[config.mk]
export PLATFORM = sky130hd
export DESIGN_NAME = von_mises_equivalent_with_stats
export DESIGN_NICKNAME = d
export VERILOG_FILES = /design/src/rtl/vmes_pkg.sv /design/src/rtl/von_mises_equivalent_with_stats.sv /design/src/rtl/vmes_ctrl.sv /design/src/rtl/vmes_dp.sv
export SDC_FILE = /design/constraint.sdc
export NUM_CORES = 2
export LEC_CHECK = 0
export ABC_AREA = 1
export ABC_CLOCK_PERIOD_IN_PS = 9650
export BUFFER_PORTS_ARGS = -buffer_cell sky130_fd_sc_hd__buf_2
export CAP_MARGIN = 10
export CELL_PAD_IN_SITES_DETAIL_PLACEMENT = 0
export CELL_PAD_IN_SITES_GLOBAL_PLACEMENT = 2
export CORE_MARGIN = 1.5
export CORE_UTILIZATION = 35
export CTS_BUF_LIST = sky130_fd_sc_hd__clkbuf_16
export CTS_CLUSTER_SIZE = 28
export DETAILED_ROUTE_END_ITERATION = 7
export PLACE_DENSITY_LB_ADDON = 0.3
export SETUP_SLACK_MARGIN = 0.02
export SLEW_MARGIN = 20
export SYNTH_ARGS = -nofsm -noshare
export SYNTH_HDL_FRONTEND = slang
export SYNTH_HIERARCHICAL = 1
export SYNTH_SLANG_ARGS = --single-unit
[constraint.sdc]
create_clock -name clk -period 9.65 [get_ports clk]
set_input_delay 0.965 -clock clk [delete_from_list [all_inputs] [get_ports clk]]
set_output_delay 0.965 -clock clk [all_outputs]
set_load 0.02 [all_outputs]
[src/rtl/vmes_pkg.sv]
// Package for the von Mises equivalent block: widths, kind codes, controller
// states and the command and status structs between controller and datapath.
// No dependencies.
package vmes_pkg;

  localparam int CompBits  = 24;               // component width
  localparam int ValBits   = 25;               // equivalent value width
  localparam int SumBits   = 45;               // running sum width
  localparam int CntBits   = 21;               // running count width
  localparam int KindCnt   = 3;                // kinds with statistics
  localparam int KindBits  = 2;
  localparam int ProdBits  = 2 * CompBits;     // one square
  localparam int NdBits    = ProdBits + 2;     // sum of three squares
  localparam int ShBits    = ProdBits;         // sum of three shear squares
  localparam int RadBits   = 2 * ValBits;      // square root input
  localparam int RemBits   = ValBits + 1;      // square root remainder
  localparam int HiBits    = SumBits - ValBits; // sum bits above the quotient
  localparam int RootSteps = ValBits;          // one result bit per step
  localparam int DivSteps  = ValBits;
  localparam int StepBits  = $clog2(RootSteps);
  localparam int SqOpsTensor = 6;
  localparam int SqOpsDisp   = 3;
  localparam int DrainCycles = 2;              // operand and product stages

  localparam logic [KindBits-1:0] KindStress = 2'd0;
  localparam logic [KindBits-1:0] KindStrain = 2'd1;
  localparam logic [KindBits-1:0] KindDisp   = 2'd2;
  localparam logic [KindBits-1:0] KindNone   = 2'd3;

  typedef enum logic [3:0] {
    ST_IDLE,
    ST_SQR,
    ST_DRAIN,
    ST_RINIT,
    ST_ROOT,
    ST_UPDATE,
    ST_DINIT,
    ST_DIVIDE,
    ST_FINISH
  } state_t;

  typedef struct packed {
    logic       load;
    logic       sq_issue;
    logic [2:0] sq_idx;
    logic       root_init;
    logic       root_step;
    logic       update;
    logic       div_init;
    logic       div_step;
    logic       out_load;
  } cmd_t;

  typedef struct packed {
    logic unused;
    logic disp;
    logic last;
  } status_t;

endpackage

[src/rtl/von_mises_equivalent_with_stats.sv]
// Von Mises equivalent of a stress or strain tensor, or magnitude of a
// displacement, with per-kind set minimum, maximum and truncated mean.
// Depends on vmes_pkg, vmes_ctrl and vmes_dp.
//
// One item at a time: a new item is accepted only once the last one is in
// the output register. A tensor makes six passes through the shared squarer,
// a displacement three; then comes the 25-step bit-serial square root and,
// for an item with last_of_set set, the 25-step serial divider for the mean.
// An item of the unused kind skips all of these. A finished result sits in
// the output register while the next item is accepted; the block holds a
// result only when an earlier one has not yet been taken.
module von_mises_equivalent_with_stats
  import vmes_pkg::*;
(
  input  logic                       clk,
  input  logic                       rst_n,
  input  logic                       in_valid,
  output logic                       in_stall,
  input  logic [KindBits-1:0]        in_action,
  input  logic signed [CompBits-1:0] in_normal_x,
  input  logic signed [CompBits-1:0] in_normal_y,
  input  logic signed [CompBits-1:0] in_normal_z,
  input  logic signed [CompBits-1:0] in_shear_xy,
  input  logic signed [CompBits-1:0] in_shear_yz,
  input  logic signed [CompBits-1:0] in_shear_xz,
  input  logic                       in_last_of_set,
  output logic                       out_valid,
  input  logic                       out_stall,
  output logic [ValBits-1:0]         out_equivalent_value,
  output logic                       out_stats_valid,
  output logic [ValBits-1:0]         out_set_minimum,
  output logic [ValBits-1:0]         out_set_maximum,
  output logic [ValBits-1:0]         out_set_mean
);

  cmd_t    cmd;
  status_t status;

  vmes_ctrl u_ctrl (
    .clk       (clk),
    .rst_n     (rst_n),
    .in_valid  (in_valid),
    .in_stall  (in_stall),
    .out_valid (out_valid),
    .out_stall (out_stall),
    .status    (status),
    .cmd       (cmd)
  );

  vmes_dp u_dp (
    .clk                  (clk),
    .rst_n                (rst_n),
    .cmd                  (cmd),
    .status               (status),
    .in_action            (in_action),
    .in_normal_x          (in_normal_x),
    .in_normal_y          (in_normal_y),
    .in_normal_z          (in_normal_z),
    .in_shear_xy          (in_shear_xy),
    .in_shear_yz          (in_shear_yz),
    .in_shear_xz          (in_shear_xz),
    .in_last_of_set       (in_last_of_set),
    .out_equivalent_value (out_equivalent_value),
    .out_stats_valid      (out_stats_valid),
    .out_set_minimum      (out_set_minimum),
    .out_set_maximum      (out_set_maximum),
    .out_set_mean         (out_set_mean)
  );

  // an accepted item keeps the input side busy in the next cycle
  a_busy_after_accept: assert property (@(posedge clk) disable iff (!rst_n)
    in_valid && !in_stall |=> in_stall)
    else $error("input accepted again right after an item");

  a_min_le_max: assert property (@(posedge clk) disable iff (!rst_n)
    out_valid && out_stats_valid |-> out_set_minimum <= out_set_maximum)
    else $error("set minimum above set maximum");

  a_stats_zero: assert property (@(posedge clk) disable iff (!rst_n)
    out_valid && !out_stats_valid |->
      out_set_minimum == '0 && out_set_maximum == '0 && out_set_mean == '0)
    else $error("set fields not zero without statistics");

endmodule

[src/rtl/vmes_ctrl.sv]
// Controller for the von Mises equivalent block: sequences squaring, square
// root, statistics update, mean division and output hand-off.
// Depends on vmes_pkg.
module vmes_ctrl
  import vmes_pkg::*;
(
  input  logic    clk,
  input  logic    rst_n,
  input  logic    in_valid,
  output logic    in_stall,
  output logic    out_valid,
  input  logic    out_stall,
  input  status_t status,
  output cmd_t    cmd
);

  state_t                state_r, state_nxt;
  logic [StepBits-1:0]   step_r, step_nxt;
  logic                  out_valid_r, out_valid_nxt;
  logic [StepBits-1:0]   sq_last;

  assign sq_last   = status.disp ? StepBits'(SqOpsDisp - 1) : StepBits'(SqOpsTensor - 1);
  assign in_stall  = (state_r != ST_IDLE);
  assign out_valid = out_valid_r;

  always_ff @(posedge clk) begin
    if (!rst_n) begin
      state_r     <= ST_IDLE;
      step_r      <= '0;
      out_valid_r <= 1'b0;
    end else begin
      state_r     <= state_nxt;
      step_r      <= step_nxt;
      out_valid_r <= out_valid_nxt;
    end
  end

  // next state
  always_comb begin
    state_nxt = state_r;
    step_nxt  = step_r;
    case (state_r)
      ST_IDLE: begin
        step_nxt = '0;
        if (in_valid) state_nxt = ST_SQR;
      end
      ST_SQR: begin
        if (status.unused) begin
          state_nxt = ST_FINISH;
        end else if (step_r == sq_last) begin
          state_nxt = ST_DRAIN;
          step_nxt  = '0;
        end else begin
          step_nxt = step_r + 1'b1;
        end
      end
      ST_DRAIN: begin
        if (step_r == StepBits'(DrainCycles - 1)) begin
          state_nxt = ST_RINIT;
          step_nxt  = '0;
        end else begin
          step_nxt = step_r + 1'b1;
        end
      end
      ST_RINIT: begin
        state_nxt = ST_ROOT;
        step_nxt  = '0;
      end
      ST_ROOT: begin
        if (step_r == StepBits'(RootSteps - 1)) begin
          state_nxt = ST_UPDATE;
          step_nxt  = '0;
        end else begin
          step_nxt = step_r + 1'b1;
        end
      end
      ST_UPDATE: begin
        state_nxt = status.last ? ST_DINIT : ST_FINISH;
      end
      ST_DINIT: begin
        state_nxt = ST_DIVIDE;
        step_nxt  = '0;
      end
      ST_DIVIDE: begin
        if (step_r == StepBits'(DivSteps - 1)) begin
          state_nxt = ST_FINISH;
          step_nxt  = '0;
        end else begin
          step_nxt = step_r + 1'b1;
        end
      end
      ST_FINISH: begin
        if (!out_valid_r || !out_stall) state_nxt = ST_IDLE;
      end
      default: begin
        state_nxt = ST_IDLE;
        step_nxt  = '0;
      end
    endcase
  end

  // outputs
  always_comb begin
    cmd           = '0;
    out_valid_nxt = out_valid_r && out_stall;
    case (state_r)
      ST_IDLE:   cmd.load = in_valid;
      ST_SQR: begin
        cmd.sq_issue = !status.unused;
        cmd.sq_idx   = step_r[2:0];
      end
      ST_DRAIN:  cmd = '0;
      ST_RINIT:  cmd.root_init = 1'b1;
      ST_ROOT:   cmd.root_step = 1'b1;
      ST_UPDATE: cmd.update = 1'b1;
      ST_DINIT:  cmd.div_init = 1'b1;
      ST_DIVIDE: cmd.div_step = 1'b1;
      ST_FINISH: begin
        if (!out_valid_r || !out_stall) begin
          cmd.out_load  = 1'b1;
          out_valid_nxt = 1'b1;
        end
      end
      default:   cmd = '0;
    endcase
  end

endmodule

[src/rtl/vmes_dp.sv]
// Datapath for the von Mises equivalent block: shared squarer with
// accumulators, bit-serial square root, per-kind statistics, serial divider
// for the mean and the output register. Depends on vmes_pkg.
module vmes_dp
  import vmes_pkg::*;
(
  input  logic                       clk,
  input  logic                       rst_n,
  input  cmd_t                       cmd,
  output status_t                    status,
  input  logic [KindBits-1:0]        in_action,
  input  logic signed [CompBits-1:0] in_normal_x,
  input  logic signed [CompBits-1:0] in_normal_y,
  input  logic signed [CompBits-1:0] in_normal_z,
  input  logic signed [CompBits-1:0] in_shear_xy,
  input  logic signed [CompBits-1:0] in_shear_yz,
  input  logic signed [CompBits-1:0] in_shear_xz,
  input  logic                       in_last_of_set,
  output logic [ValBits-1:0]         out_equivalent_value,
  output logic                       out_stats_valid,
  output logic [ValBits-1:0]         out_set_minimum,
  output logic [ValBits-1:0]         out_set_maximum,
  output logic [ValBits-1:0]         out_set_mean
);

  // captured item
  logic [KindBits-1:0]        kind_r;
  logic                       last_r;
  logic signed [CompBits-1:0] nx_r, ny_r, nz_r, sxy_r, syz_r, sxz_r;

  always_ff @(posedge clk) begin
    if (cmd.load) begin
      kind_r <= in_action;
      last_r <= in_last_of_set;
      nx_r   <= in_normal_x;
      ny_r   <= in_normal_y;
      nz_r   <= in_normal_z;
      sxy_r  <= in_shear_xy;
      syz_r  <= in_shear_yz;
      sxz_r  <= in_shear_xz;
    end
  end

  assign status.unused = (kind_r == KindNone);
  assign status.disp   = (kind_r == KindDisp);
  assign status.last   = last_r;

  // squarer operand: magnitude of a difference or of a single component
  logic signed [CompBits-1:0] opa, opb;
  logic signed [CompBits:0]   diff, mag;
  logic                       op_shear;

  always_comb begin
    opa      = nx_r;
    opb      = '0;
    op_shear = 1'b0;
    if (status.disp) begin
      case (cmd.sq_idx)
        3'd0:    opa = nx_r;
        3'd1:    opa = ny_r;
        3'd2:    opa = nz_r;
        default: opa = nx_r;
      endcase
    end else begin
      case (cmd.sq_idx)
        3'd0: begin opa = nx_r;  opb = ny_r; end
        3'd1: begin opa = ny_r;  opb = nz_r; end
        3'd2: begin opa = nz_r;  opb = nx_r; end
        3'd3: begin opa = sxy_r; op_shear = 1'b1; end
        3'd4: begin opa = syz_r; op_shear = 1'b1; end
        3'd5: begin opa = sxz_r; op_shear = 1'b1; end
        default: begin opa = nx_r; opb = ny_r; end
      endcase
    end
    diff = {opa[CompBits-1], opa} - {opb[CompBits-1], opb};
    mag  = diff[CompBits] ? -diff : diff;
  end

  logic [CompBits-1:0] op_r;
  logic                op_v_r, op_sh_r;
  logic [ProdBits-1:0] prod_r;
  logic                prod_v_r, prod_sh_r;
  logic [NdBits-1:0]   nd_r;
  logic [ShBits-1:0]   sh_r;

  always_ff @(posedge clk) begin
    if (!rst_n) begin
      op_v_r   <= 1'b0;
      prod_v_r <= 1'b0;
    end else begin
      op_v_r   <= cmd.sq_issue;
      prod_v_r <= op_v_r;
    end
  end

  always_ff @(posedge clk) begin
    op_r      <= mag[CompBits-1:0];
    op_sh_r   <= op_shear;
    prod_r    <= {{CompBits{1'b0}}, op_r} * {{CompBits{1'b0}}, op_r};
    prod_sh_r <= op_sh_r;
    if (cmd.load) begin
      nd_r <= '0;
      sh_r <= '0;
    end else if (prod_v_r) begin
      if (prod_sh_r) sh_r <= sh_r + prod_r;
      else           nd_r <= nd_r + {{(NdBits-ProdBits){1'b0}}, prod_r};
    end
  end

  // square root, one result bit per step
  logic [RadBits-1:0] rad_r, rad_nxt;
  logic [RemBits-1:0] rem_r;
  logic [ValBits-1:0] root_r;
  logic [RadBits-1:0] sh3;
  logic [RemBits+1:0] rem_sh, trial, rem_dif;
  logic               root_ge;

  always_comb begin
    sh3     = {2'b00, sh_r} + {1'b0, sh_r, 1'b0};
    rad_nxt = status.disp ? nd_r : ({1'b0, nd_r[NdBits-1:1]} + sh3);
    rem_sh  = {rem_r, rad_r[RadBits-1 -: 2]};
    trial   = {1'b0, root_r, 2'b01};
    root_ge = (rem_sh >= trial);
    rem_dif = rem_sh - trial;
  end

  always_ff @(posedge clk) begin
    if (cmd.root_init) begin
      rad_r  <= rad_nxt;
      rem_r  <= '0;
      root_r <= '0;
    end else if (cmd.root_step) begin
      rad_r  <= {rad_r[RadBits-3:0], 2'b00};
      rem_r  <= root_ge ? rem_dif[RemBits-1:0] : rem_sh[RemBits-1:0];
      root_r <= {root_r[ValBits-2:0], root_ge};
    end
  end

  // per-kind statistics
  logic [ValBits-1:0] kmin_r [KindCnt];
  logic [ValBits-1:0] kmax_r [KindCnt];
  logic [SumBits-1:0] ksum_r [KindCnt];
  logic [CntBits-1:0] kcnt_r [KindCnt];

  logic [ValBits-1:0] min_nxt, max_nxt;
  logic [SumBits-1:0] sum_nxt;
  logic [SumBits:0]   sum_add;
  logic [CntBits-1:0] cnt_nxt;

  always_comb begin
    min_nxt = (root_r < kmin_r[kind_r]) ? root_r : kmin_r[kind_r];
    max_nxt = (root_r > kmax_r[kind_r]) ? root_r : kmax_r[kind_r];
    sum_add = {1'b0, ksum_r[kind_r]} + {{(SumBits+1-ValBits){1'b0}}, root_r};
    if (kcnt_r[kind_r] == '1) begin
      cnt_nxt = kcnt_r[kind_r];
      sum_nxt = ksum_r[kind_r];
    end else begin
      cnt_nxt = kcnt_r[kind_r] + 1'b1;
      sum_nxt = sum_add[SumBits] ? '1 : sum_add[SumBits-1:0];
    end
  end

  always_ff @(posedge clk) begin
    if (!rst_n) begin
      for (int k = 0; k < KindCnt; k++) begin
        kmin_r[k] <= '1;
        kmax_r[k] <= '0;
        ksum_r[k] <= '0;
        kcnt_r[k] <= '0;
      end
    end else if (cmd.update) begin
      if (last_r) begin
        kmin_r[kind_r] <= '1;
        kmax_r[kind_r] <= '0;
        ksum_r[kind_r] <= '0;
        kcnt_r[kind_r] <= '0;
      end else begin
        kmin_r[kind_r] <= min_nxt;
        kmax_r[kind_r] <= max_nxt;
        ksum_r[kind_r] <= sum_nxt;
        kcnt_r[kind_r] <= cnt_nxt;
      end
    end
  end

  // result of the item in progress
  logic [ValBits-1:0] res_val_r, res_min_r, res_max_r;
  logic               res_stv_r;
  logic [SumBits-1:0] dsum_r;
  logic [CntBits-1:0] dcnt_r;

  always_ff @(posedge clk) begin
    if (cmd.load) begin
      res_val_r <= '0;
      res_stv_r <= 1'b0;
      res_min_r <= '0;
      res_max_r <= '0;
    end else if (cmd.update) begin
      res_val_r <= root_r;
      if (last_r) begin
        res_stv_r <= 1'b1;
        res_min_r <= min_nxt;
        res_max_r <= max_nxt;
        dsum_r    <= sum_nxt;
        dcnt_r    <= cnt_nxt;
      end
    end
  end

  // mean: quotient saturates when the upper sum bits already reach the count
  logic [CntBits-1:0] drem_r;
  logic [ValBits-1:0] dq_r;
  logic               dsat_r;
  logic [CntBits:0]   drem_sh, drem_dif;
  logic               div_ge;

  always_comb begin
    drem_sh  = {drem_r, dq_r[ValBits-1]};
    div_ge   = (drem_sh >= {1'b0, dcnt_r});
    drem_dif = drem_sh - {1'b0, dcnt_r};
  end

  always_ff @(posedge clk) begin
    if (cmd.div_init) begin
      drem_r <= {{(CntBits-HiBits){1'b0}}, dsum_r[SumBits-1 -: HiBits]};
      dq_r   <= dsum_r[ValBits-1:0];
      dsat_r <= ({{(CntBits-HiBits){1'b0}}, dsum_r[SumBits-1 -: HiBits]} >= dcnt_r);
    end else if (cmd.div_step) begin
      drem_r <= div_ge ? drem_dif[CntBits-1:0] : drem_sh[CntBits-1:0];
      dq_r   <= {dq_r[ValBits-2:0], div_ge};
    end
  end

  // output register
  always_ff @(posedge clk) begin
    if (cmd.out_load) begin
      out_equivalent_value <= res_val_r;
      out_stats_valid      <= res_stv_r;
      out_set_minimum      <= res_min_r;
      out_set_maximum      <= res_max_r;
      out_set_mean         <= res_stv_r ? (dsat_r ? '1 : dq_r) : '0;
    end
  end

endmodule

==> metrics.md <==
| Metric | Value |
|---|---|
| Worst Path Required | `10.41 ns` |
| Mapped Cells | `10500` |
| DIE WIDTH | `497 um` |
| Yosys warnings | `6` |
| # port buffers | `253` |
| CTS Buffer Depth | `3` |
| Clk root buf | `clkbuf_16` |
| Max_cap viols | `0` |
| Cell Area, Placed | `90000 sq um` |
| Seq/Total Area, Yosys | `0.381` |
| Ys async rst share | `0` |
| Final nets | `11800` |
| Finished Cell Area | `94900 sq um` |
| CTS tree | `yes` |
| Tcrit/Tclk final | `0.731` |
| Hold buffers post-CTS | `0` |
| Core area | `243000 sq um` |
| RSZ-0062 raised after global routing | `no` |
| GPL Wtd Cong | `0.920` |
| Critical path peak fanout | `15` |
| Synth area leaders | `edfxtp_1, fa_1, nand2_1` |
| Final Slew Violations | `0` |
| Final setup violation count | `0` |
| Crit start category | `flop` |
| First-pass GRT wire length | `446000 um` |
| CTS Buf Count | `144` |
| Synthesis-to-finish area growth | `11.1%` |
| Reg area | `32500 sq um` |
| Die Area | `247000 sq um` |
| Worst r2r dst | `u_dp/prod_r[47]` |
| Post-synth top area cell | `edfxtp_1` |
| Most frequent cell after synthesis | `nand2_1` |
| PostCTS Resize Cnt | `0` |
| Layout Utilization | `0.391` |
| Synth cell count leaders | `nand2_1, inv_1, nor2_1` |
| Sink Count | `1187` |
| H-Tree Depth | `4` |
| Top FF cell, synth | `edfxtp_1` |
| Fin crit period | `7.06 ns` |
| Syn nets | `11600` |
| Post-synth EDFFs | `874` |
| Slew @ Worst Pin | `1.17 ns` |
| Vias/cell | `5.04` |
| Placed cell count | `13700` |
| Global Route Usage Sum | `0.238` |
| Outcome | `finished clean` |
| Hpwl dp | `225000 um` |
| Post-synthesis cell type count | `62` |
| Critical path endpoint category | `flop` |
| Fill cell count | `25100` |
| Number of global-route vias before repair | `70700` |
| Iter 0 DRT Violations | `5436` |
| R2R Setup Slk | `2.59 ns` |
| Mapped cell area | `85400 sq um` |
| Seq cells post-synth | `1187` |
| Post-CTS Setup Bufs | `0` |
| Non-Filler Instances | `14000` |
| # DRC | `0` |
| Detail Route Antenna Nets | `0` |
| Data arrival, critical path | `7.82 ns` |
| I/O pins | `254` |
| Total Wirelength | `296000 um` |
| Worst-path clk slew | `0.06 ns` |
| Pre-antenna DRT Iters | `6` |
| Hold Path Origin | `u_dp/op_sh_r` |
| Initial Util | `0.352` |
| RR Startpoint | `u_dp/op_r[21]` |
| Setup TNS | `0 ns` |
| Setup CP Type | `flop to flop` |
| Row count | `181` |
| Hold depth | `0` |
| Height of the die | `497 um` |
| Worst Reg2Reg Path Length in Cells | `24` |
| Post-synth top area share | `0.307` |
| Worst Hold End | `u_dp/prod_sh_r` |
| Hold/Removal Path Class | `flop to flop` |
| Aggregate global routing overflow | `0` |
| DR WL/cell | `21.2 um` |
| Peak Freq | `0.142 GHz` |
| Worst skew pair latency | `0.84 ns` |
| Synthesized area per cell | `8.11 sq um` |
| Clock skew | `0.0583 ns` |
| Largest net degree at the start of global routing | `176` |
| Area of the multi-input gates | `44700 sq um` |
| Final Hold Viols | `0` |
| Max_slew headroom | `0.219` |
| Share of layout cells above drive strength 1 | `0.0681` |
| Antenna violations before repair | `13` |
| Vias | `70600` |
[through the flow]
stage / hold WS, ns / setup WS [ns]
finish: 0.304 / 2.59
global route: 0.255 / 2.04
CTS: 0.245 / 2.57
detailed placement: 0.316 / 2.55
global placement: 0.313 / 2.52
floorplan: 0.310 / 0.427
[layer usage]
metal | up-vias | track usage | part of all wire
met5 | - | 0 | 0.000088
met4 | 6 | 0.0547 | 0.023
met3 | 312 | 0.0358 | 0.059
met2 | 1889 | 0.393 | 0.46
met1 | 34300 | 0.326 | 0.46
li1 | 34200 | - | -
[placed cells by master, fill, tap and decap left out, types with 29 or more instances in the layout]
cell	Yosys	layout
a31oi_1	29	29
fa_1	473	473
clkbuf_16	0	147
buf_4	15	89
xor2_1	131	131
inv_1	1759	1784
buf_2	36	253
nand3_2	51	51
nand2_2	28	29
nand4_1	64	64
nor3_1	77	74
dfxtp_1	313	311
o21ai_0	569	569
ha_1	491	491
nand3_1	484	484
a32oi_1	60	60
o21bai_1	41	41
nand2_1	2506	2502
edfxtp_1	874	874
nor2_1	1247	1238
a21oi_1	533	532
xnor2_1	75	75
o22ai_1	44	44
o211ai_1	44	44
a21o_1	36	36
[registers in the layout, indices dropped and copies added (netlist names), 25 cells and up, named ones only]
register                   count
u_dp/ksum_r                  180
u_dp/res_val_r                25
u_dp/dsum_r                   45
u_dp/res_max_r                25
u_dp/out_set_mean             25
u_dp/rad_r                    50
u_dp/sh_r                     48
u_dp/out_set_maximum          25
u_dp/kcnt_r                   84
u_dp/prod_r                   47
u_dp/root_r                   25
u_dp/res_min_r                25
u_dp/dq_r                     25
u_dp/nd_r                     50
u_dp/rem_r                    26
u_dp/out_equivalent_value     25
u_dp/kmax_r                  100
u_dp/out_set_minimum          25
u_dp/kmin_r                  100
[area by class of cell]
type / instances / share of cell area
Tap cell: 3202 / 0.0422
Antenna cell: 7 / 0.000185
Multi-Input combinational cell: 7217 / 0.471
Timing Repair Buffer: 346 / 0.0212
Clock inverter: 116 / 0.0127
Clock buffer: 147 / 0.0388
Sequential cell: 1187 / 0.343
Inverter: 1782 / 0.0707
[kinds of logic (layout without fill, tap and decap cells)]
logic type,count (synthesis),count (layout),synth area share
AND/OR/NAND/NOR,4557,4557,0.219
buffers and inverters,2125,2391,0.0965
AO/OA/AOI/OAI,1484,1484,0.0988
flip-flops,1187,1187,0.381
adder cells (fa/ha/maj),964,964,0.183
XOR/XNOR,212,212,0.0223
other,0,7,0
[worst max-delay path, stage by stage, from the launching register on]
cell,delay [ns]
dfxtp_1,0.74
buf_4,0.36
nand2_1,0.15
fa_1,0.52
inv_1,0.06
fa_1,0.53
inv_1,0.06
fa_1,0.49
fa_1,0.55
inv_1,0.06
fa_1,0.47
fa_1,0.50
inv_1,0.06
fa_1,0.47
inv_1,0.05
ha_1,0.46
nand2_1,0.15
nor2_1,0.16
inv_1,0.07
nor3_1,0.20
nand3_1,0.09
o21ai_0,0.44
nand3_1,0.13
nand2_1,0.11
xor2_1,0.13
[worst max path at each step]
stage / start / to / slack (ns) / cells after the start
6_report: u_dp/op_r[21] / u_dp/prod_r[47] / 2.59 / 24
5_1_grt: u_dp/op_r[21] / u_dp/prod_r[47] / 2.04 / 24
4_1_cts: u_dp/op_r[20] / u_dp/prod_r[47] / 2.57 / 23
3_5_place_dp: u_dp/op_r[20] / u_dp/prod_r[47] / 2.55 / 23
3_3_place_gp: u_dp/op_r[20] / u_dp/prod_r[38] / 2.52 / 28
2_1_floorplan: in_valid / u_dp/dcnt_r[0] / 0.43 / 5
Power is left out: the tool's default activity adds up to more than one toggle a clock period on the data nets, which glitch-free logic cannot reach.
